<file path="config.mk">
export PLATFORM = sky130hd
export DESIGN_NAME = edg_ctrl
export DESIGN_NICKNAME = d
export VERILOG_FILES = /design/src/rtl/edg_pkg.sv /design/src/rtl/edg_ctrl.sv
export SDC_FILE = /design/constraint.sdc
export NUM_CORES = 1
export LEC_CHECK = 0
export BUFFER_PORTS_ARGS = -buffer_cell sky130_fd_sc_hd__buf_2
export CORE_MARGIN = 1.5
export CORE_UTILIZATION = 45
export CTS_BUF_LIST = sky130_fd_sc_hd__clkbuf_8
export DETAILED_ROUTE_END_ITERATION = 8
export PLACE_DENSITY = 0.75
export SLEW_MARGIN = 20
export SYNTH_ARGS = -nofsm -noshare
export SYNTH_HDL_FRONTEND = slang
export SYNTH_SLANG_ARGS = --single-unit
</file>
<file path="constraint.sdc">
create_clock -name clk -period 1.6 [get_ports clk]
set_input_delay 0 -clock clk [delete_from_list [all_inputs] [get_ports clk]]
set_output_delay 0 -clock clk [all_outputs]
set_load 0.05 [all_outputs]
</file>
<file path="src/rtl/edg_pkg.sv">
package edg_pkg;

	localparam int ASG_DEPTH = 1024;
	localparam int EXP_DEPTH = 64;
	localparam int AW = $clog2(ASG_DEPTH);
	localparam int CW = AW + 1;
	localparam int EW = $clog2(EXP_DEPTH);
	localparam int OFW = $clog2(EXP_DEPTH + 1);

	localparam int OPW = 3;
	localparam int EIDW = 6;
	localparam int POSW = 10;
	localparam int TOKW = 10;
	localparam int SLOTW = 6;
	localparam int TOTW = 11;
	localparam int STW = 2;
	localparam int CFGW = 7;
	localparam int PICKS_MAX = 64;

	typedef enum logic [OPW-1:0] {
		OP_LOAD     = 3'd0,
		OP_FINALIZE = 3'd1,
		OP_GROUPED  = 3'd2,
		OP_INVERSE  = 3'd3,
		OP_EXPERT   = 3'd4,
		OP_CLEAR    = 3'd5
	} op_t;

	typedef enum logic [STW-1:0] {
		ST_OK         = 2'd0,
		ST_BAD_EXPERT = 2'd1,
		ST_FULL       = 2'd2,
		ST_NOT_READY  = 2'd3
	} status_t;

	typedef struct packed {
		logic [EIDW-1:0]  expert;
		logic [TOKW-1:0]  token;
		logic [SLOTW-1:0] slot;
		logic [POSW-1:0]  rank;
	} asg_t;

	typedef struct packed {
		logic accept;
		logic clear;
		logic ld_commit;
		logic pfx_start;
		logic pfx_rd;
		logic pfx_acc;
		logic scan_start;
		logic scan_rd;
		logic scan_off;
		logic scan_wr;
		logic fin_set;
		logic grd_asg;
		logic inv_off;
		logic res_wr;
	} cmd_t;

	typedef struct packed {
		logic [STW-1:0] in_stat;
		logic           pfx_last;
		logic           scan_last;
		logic           loaded_zero;
		logic [CW-1:0]  loaded;
		logic           fin;
	} sts_t;

endpackage

</file>
<file path="src/rtl/edg_ctrl.sv">
module edg_ctrl (
	input  logic                    clk,
	input  logic                    arst_n,
	input  logic                    in_valid,
	input  logic [edg_pkg::OPW-1:0] in_op,
	output logic                    in_ready,
	input  logic                    out_ready,
	output logic                    out_valid,
	input  edg_pkg::sts_t           sts,
	output edg_pkg::cmd_t           cmd
);
	typedef enum logic [12:0] {
		S_IDLE     = 13'b0000000000001,
		S_LOAD     = 13'b0000000000010,
		S_PFX_RD   = 13'b0000000000100,
		S_PFX_ACC  = 13'b0000000001000,
		S_SCAN_RD  = 13'b0000000010000,
		S_SCAN_OFF = 13'b0000000100000,
		S_SCAN_WR  = 13'b0000001000000,
		S_FIN      = 13'b0000010000000,
		S_GRD1     = 13'b0000100000000,
		S_GRD2     = 13'b0001000000000,
		S_INV1     = 13'b0010000000000,
		S_INV2     = 13'b0100000000000,
		S_RES      = 13'b1000000000000
	} state_t;

	state_t state_q, state_d;
	logic   out_valid_q;
	logic   out_free;
	logic   stat_ok;

	assign out_free  = !out_valid_q || out_ready;
	assign in_ready  = (state_q == S_IDLE);
	assign out_valid = out_valid_q;
	assign stat_ok   = (sts.in_stat == edg_pkg::ST_OK);

	always_comb begin
		cmd     = '0;
		state_d = state_q;
		unique case (state_q)
			S_IDLE: begin
				if (in_valid) begin
					cmd.accept = 1'b1;
					unique case (in_op)
						edg_pkg::OP_LOAD:     state_d = stat_ok ? S_LOAD : S_RES;
						edg_pkg::OP_FINALIZE: begin
							cmd.pfx_start = 1'b1;
							state_d = S_PFX_RD;
						end
						edg_pkg::OP_GROUPED:  state_d = stat_ok ? S_GRD1 : S_RES;
						edg_pkg::OP_INVERSE:  state_d = stat_ok ? S_INV1 : S_RES;
						edg_pkg::OP_EXPERT:   state_d = S_RES;
						edg_pkg::OP_CLEAR: begin
							cmd.clear = 1'b1;
							state_d = S_RES;
						end
						default: state_d = S_IDLE;
					endcase
				end
			end
			S_LOAD: begin
				if (out_free) begin
					cmd.ld_commit = 1'b1;
					cmd.res_wr = 1'b1;
					state_d = S_IDLE;
				end
			end
			S_PFX_RD: begin
				cmd.pfx_rd = 1'b1;
				state_d = S_PFX_ACC;
			end
			S_PFX_ACC: begin
				cmd.pfx_acc = 1'b1;
				if (!sts.pfx_last) begin
					state_d = S_PFX_RD;
				end else if (sts.loaded_zero) begin
					state_d = S_FIN;
				end else begin
					cmd.scan_start = 1'b1;
					state_d = S_SCAN_RD;
				end
			end
			S_SCAN_RD: begin
				cmd.scan_rd = 1'b1;
				state_d = S_SCAN_OFF;
			end
			S_SCAN_OFF: begin
				cmd.scan_off = 1'b1;
				state_d = S_SCAN_WR;
			end
			S_SCAN_WR: begin
				cmd.scan_wr = 1'b1;
				state_d = sts.scan_last ? S_FIN : S_SCAN_RD;
			end
			S_FIN: begin
				if (out_free) begin
					cmd.fin_set = 1'b1;
					cmd.res_wr = 1'b1;
					state_d = S_IDLE;
				end
			end
			S_GRD1: begin
				cmd.grd_asg = 1'b1;
				state_d = S_GRD2;
			end
			S_INV1: begin
				cmd.inv_off = 1'b1;
				state_d = S_INV2;
			end
			S_GRD2, S_INV2, S_RES: begin
				if (out_free) begin
					cmd.res_wr = 1'b1;
					state_d = S_IDLE;
				end
			end
			default: state_d = S_IDLE;
		endcase
	end

	always_ff @(posedge clk or negedge arst_n) begin
		if (!arst_n) begin
			state_q     <= S_IDLE;
			out_valid_q <= 1'b0;
		end else begin
			state_q <= state_d;
			if (cmd.res_wr) begin
				out_valid_q <= 1'b1;
			end else if (out_ready) begin
				out_valid_q <= 1'b0;
			end
		end
	end
endmodule

</file>
# Word-level counts from Yosys, hierarchy flattened

Index checks and enable logic that the tools add are counted.

Reductions and logical operators: 8
Muxes and demuxes: 31
Equal/unequal tests: 20

Operator list:

| operator             | count |
|---|---|
| $pmux 13 s9          | 1 |
| $mux 13              | 6 |
| $pmux 13 s5          | 1 |
| $mux 1               | 18 |
| $mux 8               | 2 |
| $eq 13x1->1 const B  | 1 |
| $eq 13x10->1 const B | 1 |
| $eq 13x11->1 const B | 1 |
| $eq 13x12->1 const B | 1 |
| $eq 13x13->1 const B | 1 |
| $eq 13x2->1 const B  | 1 |
| $eq 13x3->1 const B  | 1 |
| $eq 13x4->1 const B  | 1 |
| $eq 13x5->1 const B  | 1 |
| $eq 13x6->1 const B  | 1 |
| $eq 13x7->1 const B  | 1 |
| $eq 13x8->1 const B  | 1 |
| $eq 13x9->1 const B  | 1 |
| $eq 3x2->1 const B   | 2 |
| $eq 3x3->1 const B   | 2 |
| $mux 2               | 3 |
| $reduce_or 5->1      | 1 |
| $eq 3x1->1 const B   | 1 |
| $logic_not 3->1      | 1 |
| other kinds (8)      | 8 |

Word-level logic and storage cells: 61
Flip-flop bits (word level): 14
Output and inout port bits: 16

# Logic depth before layout (Yosys ltp)

Depth after elaboration: 5
Depth in mapped cells: 6
Mapped depth without buffers: 5

# Worst setup path after synthesis

OpenSTA, ideal clock, no wires.

Path type: reg-to-output
Start: register state_q[0]
End: output port cmd[5] (netlist name)
Slack: -1.042 ns
Arrival: 2.642 ns
Buffers on the path: 1
Stages on the path, launching flop included: 6
Required time: 1.600 ns
Cells stage by stage: dfstp_2 buf_6 nor3_4 and2_4 nand3_2 nor4b_1

RTL lines:

| element                | line            | source |
|---|---|---|
| start, declared        | edg_ctrl.sv:28  | `state_t state_q, state_d;` |
| start signal, assigned | edg_ctrl.sv:126 | `state_q <= state_d;` |
| end, declared          | edg_ctrl.sv:10  | `output edg_pkg::cmd_t cmd` |

==> results.yml <==
status:
  status: "finished with violations"
  violations: "setup timing"
critical_path:
  critPathKind: "reg -> out"
  crit_fanout: 5
  crit_path_end_kind: "output port"
  crit_required_ps: 1600
  cp.arrival_ps: 2070
  critPathLaunchType: "flip-flop"
global_routing:
  grtUsageTotal_pct: 34.2
  grt_max_degree: 15
  grt_pass1_wl_mm: 6.29
  overflow: 0
  grt_pass1_vias: 1263
  antenna_found_initial: 0
timing:
  rsz0062_at_grt: "true"
  worst_pin_slew_ps: 507
  hold_viol: 0
  fin_setup_tns_ps: -6110
  fin_crit_sh_pct: 129
  setup_violations: 27
  max_slew_margin_pct: 65.9
  fin_ws_ps: -469
  clock-skew-final_ps: 3.39
  final_max_slew_viol_count: 0
  hold_slack_ps: 13.2
  max_freq_mhz: 483
  period_needed_ps: 2070
power:
  switching_share_pct: 44.9
  irDropWorstVdd_v: 0.00126
  p_int_uw: 1090
  p_sw_uw: 887
  clkPwrFrac_pct: 16.6
  seqPwrFrac_pct: 22.2
  combPwrFrac_pct: 61.2
  cellPowerDensity_nw_per_um2: 1070
  p_leak_uw: 0.000852
floorplanning:
  boundaryPins: 40
  die_w_um: 50.1
  die_area_um2: 2510
  die_h_um: 50.1
  fp.coreArea_um2: 2020
  start_util_pct: 49.4
  rows: 16
final_layout:
  nets: 199
  layout_commonest_cell: "buf_4"
  syn2layout_area_growth_pct: 83.9
  final_cell_mix: "39 x buf_4, 12 x buf_2, 12 x buf_6"
  post-route-util_pct: 90.9
  insertedDiodeCount: 0
  fillCellCount: 83
  drive_gt1_share_pct: 66.1
clock_tree:
  cts_buffers: 3
  root_buffer: "clkbuf_8"
  htree_levels: 1
  clock_latency_ps: 260
  clkTransAtPathRegs_ps: 70
  cts_sinks: 14
  cts_buffer_depth: 2
  cts_tree: "built"
route:
  met1_length_mm: 1.72
  drt_first_pass_iters: 6
  met2WireLength_mm: 2.47
  routed_wl_mm: 4.90
  met3WireLength_um: 386
  wire_per_inst_um: 24.4
  drc_errors: 0
  route.antenna.remaining_nets: 0
  viasPerCell: 6.62
  drt-initial-drc-count: 107
  vias: 1331
  maxUsedRoutingLayer: "met4"
synthesis:
  syn_nets: 126
  synth_area_um2: 1000
  yosysWarnings: 0
  synth_area_leaders: "dfrtp_1 33%, nor3_4 6.5%, nor4b_1 5.3%"
  synthDistinctLibCells: 42
  seq_area_frac_synth_pct: 35.2
  syn_area_per_cell_um2: 9.80
  synth_cells: 102
  yosysTopAreaCellShare_pct: 32.5
  synth_seq_cells: 14
  yosys.area.top_type: "dfrtp_1"
min_path:
  hold_class: "in -> reg"
placement:
  globalplace.congestion: 0.781
  preCtsSetupSlack_ps: -117
  dp_hpwl_mm: 2.11
  portBuffers: 27
job:
  drv_cap: 0
[critical path: stages, from the launching register on]
cell     delay [ps]
dfrtp_2         450
nor3_4          270
buf_4           200
nand4_1         150
o21ai_1         220
nand2_1         180
nor2_2          160
buf_6           180
[flip-flops by register name, summed over array words and instances, names as in the netlist]
| name | flops |
|---|---|
| out_valid | 1 |
| state_q | 13 |
[cells in the mapped netlist]
library cell,count
dfrtp_1,13
nor2_1,10
nand2_1,7
nor4b_1,6
a21oi_1,4
nand3_1,4
nor3_4,4
o21ai_0,4
buf_6,3
inv_1,3
nand4_1,3
xor2_1,3
a21o_1,2
a32o_1,2
and3_1,2
nand3b_1,2
nor2_2,2
nor3_1,2
nor3b_1,2
nor3b_2,2
a211oi_1,1
a221o_1,1
and2_1,1
and2_4,1
and4b_1,1
buf_2,1
dfstp_2,1
nand2b_1,1
nand3_2,1
nand3_4,1
nor2b_1,1
nor3_2,1
nor4_1,1
nor4b_4,1
o21a_1,1
o21ai_1,1
o2bb2ai_1,1
o31ai_1,1
o32ai_1,1
or3_1,1
or3b_4,1
xnor2_1,1
[metrics by stage]
| stage | instance area (um2) | total power [uW] | std cells |
|---|---|---|---|
| after floorplan | 1090 | 982 | 102 |
| after global placement | 1390 | 1210 | 175 |
| after detailed placement | 1390 | 1230 | 175 |
| after CTS | 1760 | 1810 | 196 |
| after global routing | 1840 | 2020 | 201 |
| final | 1840 | 1970 | 201 |
[worst paths after layout]
kind | start | slack (ps) | cells past startpoint | end
min | in_op[1] | 10 | 3 | state_q[10]
max in group asynchronous | arst_n | 1110 | 2 | state_q[0]
min reg2reg | state_q[9] | 600 | 1 | state_q[9]
max | state_q[9] | -470 | 7 | cmd[0]
max reg2reg | state_q[6] | -270 | 9 | state_q[7]
min in group asynchronous | arst_n | 190 | 2 | state_q[5]
[layer usage]
layer / GRT usage, % / up-vias
met3: 5.36 / 43
met2: 61.6 / 114
met5: 0 / -
li1: - / 528
met1: 38.7 / 646
met4: 16.7 / 0
[power by group through the flow]
stage               clock network [uW]  logic, uW  registers, uW
floorplan                            0        532            450
global placement                     0        762            445
detailed placement                   0        787            447
CTS                                320       1060            429
global route                       343       1240            438
finish                             328       1210            438
[logic make-up after synthesis]
family,after synthesis,synth area share [%]
DFF,14,35.2
AOI/OAI and AO/OA,19,13.0
xor gates and xnor gates,4,3.51
and+or+nand+nor,58,43.3
buffers and inverters,7,5.01
[layout make-up]
cell class / count / area (um2) / share of cell area, %
tap: 27 / 33.8 / 1.84
clock inverter: 1 / 3.75 / 0.204
sequential: 14 / 357 / 19.4
inverter: 3 / 11.3 / 0.613
timing repair buffer: 72 / 608 / 33.1
clock buffer: 3 / 41.3 / 2.25
multi-input combinational: 81 / 783 / 42.6
[repair_timing]
action | 4_1_cts | 5_1_grt
hold buffers | 3 | 0
hold endpoints to repair | 16 | 0
pin swaps | 10 | 5
gates resized for setup | 53 | 10
setup endpoints to repair | 22 | 26
buffers inserted | 14 | 5
(Power assumes the default switching activity.)
